`src/rtl/osp_pkg.sv`:
```
`timescale 1ns / 1ps
`default_nettype none
package osp_pkg;

  // Fixed field widths and table depth.
  localparam int POS_BITS = 40;
  localparam int TOT_W = 32;
  localparam int OFF_W = 21;
  localparam int TBL_DEPTH = 100;
  localparam int TBL_AW = 7;

  // Item classes as sorted by the front part.
  localparam logic [1:0] CLS_BYTE = 2'd0;
  localparam logic [1:0] CLS_LAST = 2'd1;
  localparam logic [1:0] CLS_QUERY = 2'd2;

  localparam logic MODE_BYTE = 1'b0;
  localparam logic MODE_QUERY = 1'b1;
  localparam logic KIND_REPORT = 1'b0;
  localparam logic KIND_ANSWER = 1'b1;

  localparam logic [1:0] ST_OK = 2'd0;
  localparam logic [1:0] ST_NOT_OGG = 2'd1;
  localparam logic [1:0] ST_BAD_PACKET = 2'd2;
  localparam logic [1:0] ST_NO_TABLE = 2'd3;

  typedef struct packed {
    logic                mode;
    logic [7:0]          header_byte;
    logic                header_last;
    logic [POS_BITS-1:0] sample_pos;
  } in_item_t;

  typedef struct packed {
    logic                kind;
    logic [1:0]          parse_status;
    logic                table_ready;
    logic [POS_BITS-1:0] byte_pos;
  } out_item_t;

  typedef struct packed {
    logic [1:0]          cls;
    logic [7:0]          header_byte;
    logic [POS_BITS-1:0] sample_pos;
  } q_item_t;

  typedef struct packed {
    logic                start;
    logic                take;
    logic [POS_BITS-1:0] sample_pos;
    logic [TOT_W-1:0]    samples;
    logic [TOT_W-1:0]    bytes;
  } lkp_req_t;

  typedef struct packed {
    logic                done;
    logic [POS_BITS-1:0] byte_pos;
  } lkp_rsp_t;

  typedef struct packed {
    logic              we;
    logic [TBL_AW-1:0] addr;
    logic [OFF_W-1:0]  data;
  } tbl_wr_t;

  localparam logic [13:0] STEP_ROM [256] = '{
    14'd0, 14'd112, 14'd197, 14'd327, 14'd374, 14'd394, 14'd407, 14'd417, 14'd425, 14'd433,
    14'd439, 14'd444, 14'd449, 14'd454, 14'd458, 14'd462, 14'd466, 14'd470, 14'd473, 14'd477,
    14'd480, 14'd483, 14'd486, 14'd489, 14'd491, 14'd494, 14'd497, 14'd499, 14'd502, 14'd504,
    14'd506, 14'd509, 14'd511, 14'd513, 14'd515, 14'd517, 14'd519, 14'd521, 14'd523, 14'd525,
    14'd527, 14'd529, 14'd531, 14'd533, 14'd535, 14'd537, 14'd538, 14'd540, 14'd542, 14'd544,
    14'd545, 14'd547, 14'd549, 14'd550, 14'd552, 14'd554, 14'd555, 14'd557, 14'd558, 14'd560,
    14'd562, 14'd563, 14'd565, 14'd566, 14'd568, 14'd569, 14'd571, 14'd572, 14'd574, 14'd575,
    14'd577, 14'd578, 14'd580, 14'd581, 14'd583, 14'd584, 14'd585, 14'd587, 14'd588, 14'd590,
    14'd591, 14'd593, 14'd594, 14'd595, 14'd597, 14'd598, 14'd599, 14'd601, 14'd602, 14'd604,
    14'd605, 14'd606, 14'd608, 14'd609, 14'd610, 14'd612, 14'd613, 14'd615, 14'd616, 14'd617,
    14'd619, 14'd620, 14'd621, 14'd623, 14'd624, 14'd625, 14'd627, 14'd628, 14'd629, 14'd631,
    14'd632, 14'd634, 14'd635, 14'd636, 14'd638, 14'd639, 14'd640, 14'd642, 14'd643, 14'd644,
    14'd646, 14'd647, 14'd649, 14'd650, 14'd651, 14'd653, 14'd654, 14'd655, 14'd657, 14'd658,
    14'd660, 14'd661, 14'd662, 14'd664, 14'd665, 14'd667, 14'd668, 14'd669, 14'd671, 14'd672,
    14'd674, 14'd675, 14'd677, 14'd678, 14'd679, 14'd681, 14'd682, 14'd684, 14'd685, 14'd687,
    14'd688, 14'd690, 14'd691, 14'd693, 14'd694, 14'd696, 14'd697, 14'd699, 14'd700, 14'd702,
    14'd704, 14'd705, 14'd707, 14'd708, 14'd710, 14'd712, 14'd713, 14'd715, 14'd716, 14'd718,
    14'd720, 14'd721, 14'd723, 14'd725, 14'd727, 14'd728, 14'd730, 14'd732, 14'd734, 14'd735,
    14'd737, 14'd739, 14'd741, 14'd743, 14'd745, 14'd747, 14'd748, 14'd750, 14'd752, 14'd754,
    14'd756, 14'd758, 14'd760, 14'd763, 14'd765, 14'd767, 14'd769, 14'd771, 14'd773, 14'd776,
    14'd778, 14'd780, 14'd782, 14'd785, 14'd787, 14'd790, 14'd792, 14'd795, 14'd797, 14'd800,
    14'd803, 14'd805, 14'd808, 14'd811, 14'd814, 14'd817, 14'd820, 14'd823, 14'd826, 14'd829,
    14'd833, 14'd836, 14'd840, 14'd843, 14'd847, 14'd851, 14'd855, 14'd859, 14'd863, 14'd868,
    14'd872, 14'd877, 14'd882, 14'd887, 14'd893, 14'd898, 14'd904, 14'd911, 14'd918, 14'd925,
    14'd933, 14'd941, 14'd951, 14'd961, 14'd972, 14'd985, 14'd1000, 14'd1017, 14'd1039,
    14'd1067, 14'd1108, 14'd1183, 14'd1520, 14'd2658, 14'd4666, 14'd8191
  };

  function automatic logic [13:0] step_rom(input logic [7:0] idx);
    return STEP_ROM[idx];
  endfunction

endpackage
`default_nettype wire

```
`src/rtl/osp_back.sv`:
```
`timescale 1ns / 1ps
`default_nettype none
module osp_back (
  input  wire logic                 clk,
  input  wire logic                 rst,
  input  wire logic                 q_valid,
  input  wire osp_pkg::q_item_t     q_item,
  output logic                      q_pop,
  output osp_pkg::lkp_req_t         lkp_req,
  input  wire osp_pkg::lkp_rsp_t    lkp_rsp,
  output osp_pkg::tbl_wr_t          tbl_wr,
  output logic                      rsp_valid,
  input  wire logic                 rsp_stall,
  output osp_pkg::out_item_t        rsp
);
  import osp_pkg::*;

  localparam logic [2:0] PH_HEAD = 3'd0;
  localparam logic [2:0] PH_LENLO = 3'd1;
  localparam logic [2:0] PH_LENHI = 3'd2;
  localparam logic [2:0] PH_TYPE = 3'd3;
  localparam logic [2:0] PH_SEEK = 3'd4;
  localparam logic [2:0] PH_SKIP = 3'd5;
  localparam logic [2:0] PH_DONE = 3'd6;
  localparam logic [16:0] COUNT_MAX = 17'd131071;
  localparam logic [7:0] MARKER = 8'h81;
  localparam logic [17:0] HDR_LEN = 18'd27;
  localparam logic [15:0] SEEK_SEG_LEN = 16'd110;

  logic [2:0]              phase, phase_next;
  logic [16:0]             byte_count, byte_count_next;
  logic [7:0]              seg_count, seg_count_next;
  logic [15:0]             pkt_len, pkt_len_next;
  logic [15:0]             seg_rem, seg_rem_next;
  logic [6:0]              data_idx, data_idx_next;
  logic [TOT_W-1:0]        pend_samples, pend_samples_next;
  logic [TOT_W-1:0]        pend_size, pend_size_next;
  logic [OFF_W-1:0]        run_off, run_off_next;
  logic [1:0]              err, err_next;
  logic [TOT_W-1:0]        total_samples, total_samples_next;
  logic [TOT_W-1:0]        total_bytes, total_bytes_next;
  logic                    table_valid, table_valid_next;
  logic                    busy;

  logic                    out_free;
  logic                    tbl_ok;
  logic                    step;
  logic                    report;
  logic                    qzero;
  logic                    start;
  logic                    load;
  logic                    sat;
  logic [7:0]              b;
  logic [17:0]             p;
  logic [17:0]             pstart;
  logic [17:0]             pend;
  logic [17:0]             size;
  logic [17:0]             pstart_n;
  logic [15:0]             len;
  logic [15:0]             rem_dec;
  logic [7:0]              magic;
  logic [1:0]              status;
  out_item_t               out_next;

  assign out_free = !rsp_valid || !rsp_stall;
  assign tbl_ok = table_valid && (total_bytes != '0);
  assign sat = (byte_count == COUNT_MAX);
  assign b = q_item.header_byte;

  always_comb begin
    q_pop = 1'b0;
    if (q_valid && !busy) begin
      unique case (q_item.cls)
        CLS_BYTE:  q_pop = 1'b1;
        CLS_LAST:  q_pop = out_free;
        CLS_QUERY: q_pop = tbl_ok ? 1'b1 : out_free;
        default:   q_pop = 1'b0;
      endcase
    end
  end

  assign step = q_pop && (q_item.cls != CLS_QUERY) && !sat;
  assign report = q_pop && (q_item.cls == CLS_LAST);
  assign qzero = q_pop && (q_item.cls == CLS_QUERY) && !tbl_ok;
  assign start = q_pop && (q_item.cls == CLS_QUERY) && tbl_ok;
  assign load = report || qzero || (busy && lkp_rsp.done && out_free);

  assign lkp_req.start = start;
  assign lkp_req.take = busy && lkp_rsp.done && out_free;
  assign lkp_req.sample_pos = q_item.sample_pos;
  assign lkp_req.samples = total_samples;
  assign lkp_req.bytes = total_bytes;

  always_comb begin
    unique case (byte_count[1:0])
      2'd0: magic = 8'h4F;
      2'd1: magic = 8'h67;
      2'd2: magic = 8'h67;
      2'd3: magic = 8'h53;
      default: magic = 8'h53;
    endcase
  end

  // Header walk: one byte per cycle while no lookup is busy.
  always_comb begin
    phase_next = phase;
    byte_count_next = byte_count;
    seg_count_next = seg_count;
    pkt_len_next = pkt_len;
    seg_rem_next = seg_rem;
    data_idx_next = data_idx;
    pend_samples_next = pend_samples;
    pend_size_next = pend_size;
    run_off_next = run_off;
    err_next = err;
    total_samples_next = total_samples;
    total_bytes_next = total_bytes;
    table_valid_next = table_valid;
    tbl_wr.we = 1'b0;
    tbl_wr.addr = 7'(data_idx - 7'd9);
    tbl_wr.data = run_off;
    p = {1'b0, byte_count};
    pstart = HDR_LEN + 18'(seg_count);
    pend = pstart + 18'(pkt_len);
    len = {b, seg_rem[7:0]};
    rem_dec = seg_rem - 16'd1;
    size = sat ? 18'd131072 : p + 18'd1;
    pstart_n = '0;
    status = ST_OK;

    if (step) begin
      if (byte_count < 17'd4 && b != magic) begin
        err_next[0] = 1'b1;
      end
      if (byte_count == 17'd26) begin
        seg_count_next = b;
      end
      unique case (phase)
        PH_HEAD: begin
          if (p >= HDR_LEN) begin
            if (p < pstart) begin
              pkt_len_next = pkt_len + 16'(b);
            end else if (p == pstart) begin
              if (b != MARKER) begin
                err_next[1] = 1'b1;
              end
              phase_next = (pkt_len == '0) ? PH_DONE : PH_LENLO;
            end
          end
        end
        PH_LENLO: begin
          if (p + 18'd2 > pend) begin
            phase_next = PH_DONE;
          end else begin
            seg_rem_next = 16'(b);
            phase_next = PH_LENHI;
          end
        end
        PH_LENHI: begin
          if (len == '0 || p + 18'd1 + 18'(len) > pend) begin
            phase_next = PH_DONE;
          end else begin
            seg_rem_next = len;
            phase_next = PH_TYPE;
          end
        end
        PH_TYPE: begin
          seg_rem_next = rem_dec;
          if (rem_dec == '0) begin
            phase_next = PH_LENLO;
          end else if (b == 8'd0 && seg_rem == SEEK_SEG_LEN) begin
            data_idx_next = '0;
            phase_next = PH_SEEK;
          end else begin
            phase_next = PH_SKIP;
          end
        end
        PH_SEEK: begin
          if (data_idx < 7'd4) begin
            pend_samples_next[8*data_idx[1:0] +: 8] = b;
          end else if (data_idx < 7'd8) begin
            pend_size_next[8*data_idx[1:0] +: 8] = b;
          end else if (data_idx == 7'd8) begin
            run_off_next = -OFF_W'(step_rom(b));
          end else if (data_idx < 7'd109) begin
            run_off_next = run_off + OFF_W'(step_rom(b));
            tbl_wr.we = 1'b1;
            tbl_wr.data = run_off_next;
          end
          data_idx_next = data_idx + 7'd1;
          seg_rem_next = rem_dec;
          if (rem_dec == '0) begin
            phase_next = PH_LENLO;
          end
        end
        PH_SKIP: begin
          seg_rem_next = rem_dec;
          if (rem_dec == '0) begin
            phase_next = PH_LENLO;
          end
        end
        default: begin
          phase_next = phase;
        end
      endcase
      if (!sat) begin
        byte_count_next = byte_count + 17'd1;
      end
    end

    if (report) begin
      pstart_n = HDR_LEN + 18'(seg_count_next);
      if (err_next[0] || size < 18'd28 || size < pstart_n) begin
        status = ST_NOT_OGG;
      end else if (pkt_len_next == '0 || size < pstart_n + 18'(pkt_len_next)
                   || err_next[1]) begin
        status = ST_BAD_PACKET;
      end else if (pend_samples_next == '0) begin
        status = ST_NO_TABLE;
      end else begin
        status = ST_OK;
      end
      if (status == ST_OK) begin
        total_samples_next = pend_samples_next;
        total_bytes_next = pend_size_next;
        table_valid_next = 1'b1;
      end else begin
        table_valid_next = 1'b0;
      end
      phase_next = PH_HEAD;
      byte_count_next = '0;
      seg_count_next = '0;
      pkt_len_next = '0;
      seg_rem_next = '0;
      data_idx_next = '0;
      pend_samples_next = '0;
      pend_size_next = '0;
      run_off_next = '0;
      err_next = '0;
    end
  end

  always_comb begin
    out_next.kind = report ? KIND_REPORT : KIND_ANSWER;
    out_next.parse_status = report ? status : ST_OK;
    out_next.table_ready = table_valid_next;
    out_next.byte_pos = (report || qzero) ? '0 : lkp_rsp.byte_pos;
  end

  always_ff @(posedge clk) begin
    if (load) begin
      rsp <= out_next;
    end
    if (rst) begin
      phase <= PH_HEAD;
      byte_count <= '0;
      seg_count <= '0;
      pkt_len <= '0;
      seg_rem <= '0;
      data_idx <= '0;
      pend_samples <= '0;
      pend_size <= '0;
      run_off <= '0;
      err <= '0;
      total_samples <= '0;
      total_bytes <= '0;
      table_valid <= 1'b0;
      busy <= 1'b0;
      rsp_valid <= 1'b0;
    end else begin
      phase <= phase_next;
      byte_count <= byte_count_next;
      seg_count <= seg_count_next;
      pkt_len <= pkt_len_next;
      seg_rem <= seg_rem_next;
      data_idx <= data_idx_next;
      pend_samples <= pend_samples_next;
      pend_size <= pend_size_next;
      run_off <= run_off_next;
      err <= err_next;
      total_samples <= total_samples_next;
      total_bytes <= total_bytes_next;
      table_valid <= table_valid_next;
      if (start) begin
        busy <= 1'b1;
      end else if (lkp_req.take) begin
        busy <= 1'b0;
      end
      if (load) begin
        rsp_valid <= 1'b1;
      end else if (!rsp_stall) begin
        rsp_valid <= 1'b0;
      end
    end
  end
endmodule
`default_nettype wire

```
`config.mk`:
```
export PLATFORM = sky130hd
export DESIGN_NAME = osp_back
export DESIGN_NICKNAME = d
export VERILOG_FILES = /design/src/rtl/osp_pkg.sv /design/src/rtl/osp_back.sv
export SDC_FILE = /design/constraint.sdc
export NUM_CORES = 1
export LEC_CHECK = 0
export ABC_AREA = 1
export BUFFER_PORTS_ARGS = -buffer_cell sky130_fd_sc_hd__clkbuf_2
export CORE_ASPECT_RATIO = 0.75
export CORE_UTILIZATION = 40
export DETAILED_ROUTE_END_ITERATION = 16
export MAX_ROUTING_LAYER = met4
export PLACE_DENSITY = 0.7
export SKIP_CTS_REPAIR_TIMING = 1
export SYNTH_ARGS = -nofsm -noshare
export SYNTH_HDL_FRONTEND = slang
export SYNTH_SLANG_ARGS = --single-unit
```
`constraint.sdc`:
```
create_clock -name clk -period 27.7 [get_ports clk]
set_input_delay 8.31 -clock clk [delete_from_list [all_inputs] [get_ports clk]]
set_output_delay 8.31 -clock clk [all_outputs]
set_load 0.02 [all_outputs]
```
==> metrics.yaml, run 1 <==
run_status:
  status: "aborted with a tool error"
  haltStage: "detailed routing"
  tool.error: "[ERROR DRT-0255] Maze Route cannot find path of net clk in worker of routeBox ( 241500 0 ) ( 268360 48300 )."
die:
  die_x_um: 268
  die_y_um: 202
  rows: 72
  ios: 276
  start_util_pct: 40.9
global_routing:
  gr-usage-all-layers_pct: 26.4
  grt_pass1_vias: 19600
  grt_pass1_wl_mm: 110
  grt_max_degree: 94
  grt.overflow.total: 0
  antenna_found_initial: 0
logic_synthesis:
  syn_avg_cell_area_um2: 6.34
  ys_ff_latch: 265
  syn_inst: 3358
  synth_edf_count: 44
  yosysWarnings: 0
  ys_seq_area_share_pct: 27.0
  syn-cell-area_um2: 21300
  syn-num-nets: 3610
  synth.distinct_cells: 58
  synth_flop_cell: "dfxtp_1"
  async_reset_ff_share_pct: 0
placed_design:
  port_buffers: 195
  place_area_um2: 22500
  dp_hpwl_mm: 54.3
  finalWeightedCongestion: 1.01
  pre_cts_slack_ns: 5.97
cts:
  clock-sinks: 265
  cts_inserted_buffers: 28
  clockBufferDepth: 3
  h-tree-depth: 1
  cts-root-buf: "clkbuf_16"
==> stage by stage <==
| step | hold slack, ns | util (%) | cells |
|---|---|---|---|
| after floorplan | 0.436 | - | 3358 |
| after global placement | 0.443 | 43.2 | 4123 |
| after detailed placement | 0.459 | 43.2 | 4123 |
| after CTS | 0.469 | 45.1 | 4175 |
| after global routing | 0.489 | 45.1 | 4175 |
==> cells by family after synthesis <==
| kind of cell | after synthesis | share of synthesized area, % |
|---|---|---|
| adders and majority gates | 157 | 9.41 |
| and+or+nand+nor | 1653 | 32.9 |
| xor gates and xnor gates | 106 | 4.36 |
| buffers and inverters | 695 | 13.5 |
| AOI/OAI and AO/OA | 482 | 12.8 |
| DFF | 265 | 27.0 |
==> cell usage after synthesis (all sizes together), types with 5 or more instances <==
| cell | instances | area (um^2) |
|---|---|---|
| nand2 | 804 | 3030 |
| inv | 532 | 2000 |
| nor2 | 481 | 1880 |
| dfxtp | 221 | 4420 |
| nand3 | 196 | 1000 |
| o21ai | 177 | 893 |
| a21oi | 170 | 855 |
| ha | 152 | 1900 |
| buf | 96 | 633 |
| xor2 | 88 | 771 |
| nand4 | 80 | 513 |
| clkbuf | 59 | 221 |
| nor3 | 51 | 297 |
| edfxtp | 44 | 1320 |
| o211ai | 27 | 208 |
| o21bai | 23 | 173 |
| o22ai | 22 | 138 |
| xnor2 | 18 | 158 |
| a31oi | 17 | 106 |
| nor4 | 15 | 93.8 |
| or2 | 10 | 62.6 |
| a211oi | 9 | 67.6 |
| clkinv | 8 | 30.0 |
| nand3b | 8 | 60.1 |
| a21o | 7 | 52.6 |
| o31ai | 7 | 52.6 |
| a22oi | 6 | 45.0 |
| fa | 5 | 100 |
==> routing by layer <==
layer,global-route usage [%]
met5,-
met4,4.69
met3,5.63
met2,38.1
met1,37.8
==> run 2: changes to the inputs <==
- CORE_ASPECT_RATIO: 0.75 -> unset
- CORE_UTILIZATION: 40 -> 25
- MAX_ROUTING_LAYER: met4 -> unset
- PLACE_DENSITY: 0.7 -> unset
- PLACE_DENSITY_LB_ADDON: unset -> 0.15
==> metrics.yaml, run 2 <==
logic_synthesis:
  synth_flop_cell: "dfxtp_1"
  synthMostInstantiatedCell: "nand2_1"
  syn-num-nets: 3610  # unchanged
  synth_edf_count: 44  # unchanged
  yosysWarnings: 0  # unchanged
  syn-cell-area_um2: 21300  # unchanged
  yosysTopAreaCellShare_pct: 20.8  # unchanged
  ys_ff_latch: 265  # unchanged
  syn_inst: 3358  # unchanged
  synthTopCellsByCount: "nand2_1, inv_1, nor2_1"
  ys_seq_area_share_pct: 27.0  # unchanged
  synth.distinct_cells: 58  # unchanged
  syn_avg_cell_area_um2: 6.34  # unchanged
  netlist_top_cells_area: "dfxtp_1, nand2_1, inv_1, ha_1, nor2_1"
  async_reset_ff_share_pct: 0  # unchanged
  yosysTopAreaCell: "dfxtp_1"
critical_path:
  path_class: "in2out"
  ff2ff_setup_slack_ns: 18.54
  arrival_ns: 14.07
  endpoint: "tbl_wr[18]"
  crit_path_start_kind: "input pin"
  path_max_fanout: 44
  crit_start: "q_item[43]"
  cp_data_required_time_ns: 19.39
  crit_path_end_kind: "primary output"
  reg2reg_to: "total_samples[7]$_SDFFE_PP0P_"
  r2r-start: "byte_count[0]$_SDFFE_PP0P_"
  rr_worst_depth: 36
sta:
  slew_violations: 0
  fmax_mhz: 44.7
  grt_setup_unrepaired: "no"
  skew_ns: 0.0345
  worstMarginPinSlew_ns: 0.969
  finalSetupViolCount: 0
  tns_ns: 0
  post-route-period-util_pct: 80.8
  hold_violations: 0
  period_needed_ns: 22.38
  relSlewSlack_pct: 35.0
die:
  start_util_pct: 25.4  # -16 points
  rows: 106  # +47%
  fp.coreArea_um2: 84000
  ios: 276  # unchanged
  die_y_um: 294  # +46%
  die_x_um: 294  # +9.5%
  die-area_um2: 86300
cts:
  cts_inserted_buffers: 37  # +32%
  cts_tree: "done"
  clkTransAtPathRegs_ns: 0.05
  h-tree-depth: 2  # +1
  clock-sinks: 265  # unchanged
  cts-root-buf: "clkbuf_16"
  worst_skew_pair.late_latency_ns: 0.59
  clockBufferDepth: 3  # unchanged
cells_and_area:
  final_util_pct: 28.9
  largest_register_ffs: 44
  layout_common_cells: "nand2_1, inv_1, nor2_1, dfxtp_1, clkbuf_2"
  finalNonFillerCells: 4623
  fillCellCount: 9484
  layout.nets: 3716
  area_delta_synth_final_pct: 13.9
  drive_gt1_share_pct: 9.52
  largest_register: "rsp"
  final_common_cell: "nand2_1"
  register_area_um2: 5750
  multi_input_area_um2: 12700
placed_design:
  dp_hpwl_mm: 61.2  # +13%
  port_buffers: 195  # unchanged
  dp.cells: 4559  # +11%
  finalWeightedCongestion: 0.899  # -11%
power_and_ir_drop:
  leakage_nw: 12.2
  ir_worst_vdd_uv: 31.0
  power_density_nw_per_um2: 43.3
drt:
  routed_wl_mm: 80.6
  wire_per_inst_um: 17.4
  vias: 21400
  dr.first_iter.drc_count: 1592
  drc_errors: 0
  first_pass_iters: 6
  viasPerCell: 4.64
  postRouteAntennaNets: 0
global_routing:
  grt_pass1_wl_mm: 123  # +12%
  antenna_found_initial: 2  # +2
  grt_max_degree: 86  # -8.5%
  grt_pass1_vias: 20400  # +3.9%
  grt.overflow.total: 0  # unchanged
  gr-usage-all-layers_pct: 18.4  # -8.0 points
job:
  timing.max_cap.violations: 0
run_status:
  status: "finished, final reports clean"
min_path:
  hold_class: "reg2reg"
  min_from: "err[0]$_SDFF_PP0_"
[run 2: cell counts after synthesis]
Identical to the previous run, type by type.
[run 2: how the worst min path moves through the flow]
| stage | slack, ns | cells after the start | to |
|---|---|---|---|
| floorplan | 0.44 | 2 | err[0]$_SDFF_PP0_ |
| global placement | 0.45 | 2 | err[0]$_SDFF_PP0_ |
| detailed placement | 0.45 | 2 | err[0]$_SDFF_PP0_ |
| CTS | 0.46 | 2 | err[0]$_SDFF_PP0_ |
| global route | 0.48 | 2 | err[0]$_SDFF_PP0_ |
| finish | 0.46 | 2 | err[0]$_SDFF_PP0_ |
[run 2: cells by family (layout without fill, tap and decap cells)]
logic type | count (synthesis) | after routing | synth area share [%]
AOI/OAI and AO/OA | 482 | 482 | 12.8
xor gates and xnor gates | 106 | 106 | 4.36
adders and majority gates | 157 | 157 | 9.41
buffers and inverters | 695 | 825 | 13.5
DFF | 265 | 265 | 27.0
other | 0 | 1 | 0
and+or+nand+nor | 1653 | 1653 | 32.9
[run 2: area by class of cell]
type | count | area share [%]
Clock buffer | 50 | 4.27
Multi-Input combinational cell | 2398 | 52.3
Tap cell | 1134 | 5.85
Sequential cell | 265 | 23.7
Inverter | 540 | 8.36
Clock inverter | 13 | 0.640
Timing Repair Buffer | 222 | 4.86
Antenna cell | 1 | 0.0103
[run 2: through the flow]
step / cell area [um^2] / worst slack (ns) / total power, mW / hold WS (ns)
floorplan: 21300 / 7.32 / 0.528 / 0.436
global placement: 23100 / 5.50 / 0.582 / 0.452
detailed placement: 23100 / 5.45 / 0.581 / 0.452
CTS: 24200 / 5.42 / 1.07 / 0.459
global route: 24200 / 4.81 / 1.10 / 0.484
finish: 24200 / 5.32 / 1.05 / 0.459
[run 2: power breakdown]
group / leakage (nW) / internal (mW) / switching (mW)
Sequential: 2.19 / 0.398 / 0.00498
Combinational: 9.42 / 0.0499 / 0.120
Clock: 0.572 / 0.275 / 0.202
Total: 12.2 / 0.722 / 0.327
[run 2: critical path, stage by stage]
cell and delay (ns):
clkbuf_2 0.07, buf_4 0.45, clkinv_1 0.89, buf_4 0.48, nor2_1 0.23, inv_1 0.08
nor2_1 0.12, or2_2 0.13, a22oi_1 0.05, o21ai_0 0.19, nand2_1 0.07, nand3_1 0.24
inv_1 0.12, ha_1 0.23, fa_1 0.40, nand3_1 0.09, nand2_1 0.11, nand3_1 0.09
nand3_1 0.11, a21boi_0 0.29, o21ai_0 0.19, a21boi_0 0.37, nor2_1 0.14, nand3_1 0.12
a21oi_1 0.07, a21oi_1 0.14, clkbuf_2 0.20
[run 2: layer usage]
layer	wire, um	up-vias	track usage [%]
li1	-	10900	-
met1	38800	9825	25.8
met2	36000	577	29.4
met3	3830	100	2.03
met4	1920	2	5.22
met5	12	-	0
Power figures use the tool's default switching activity.
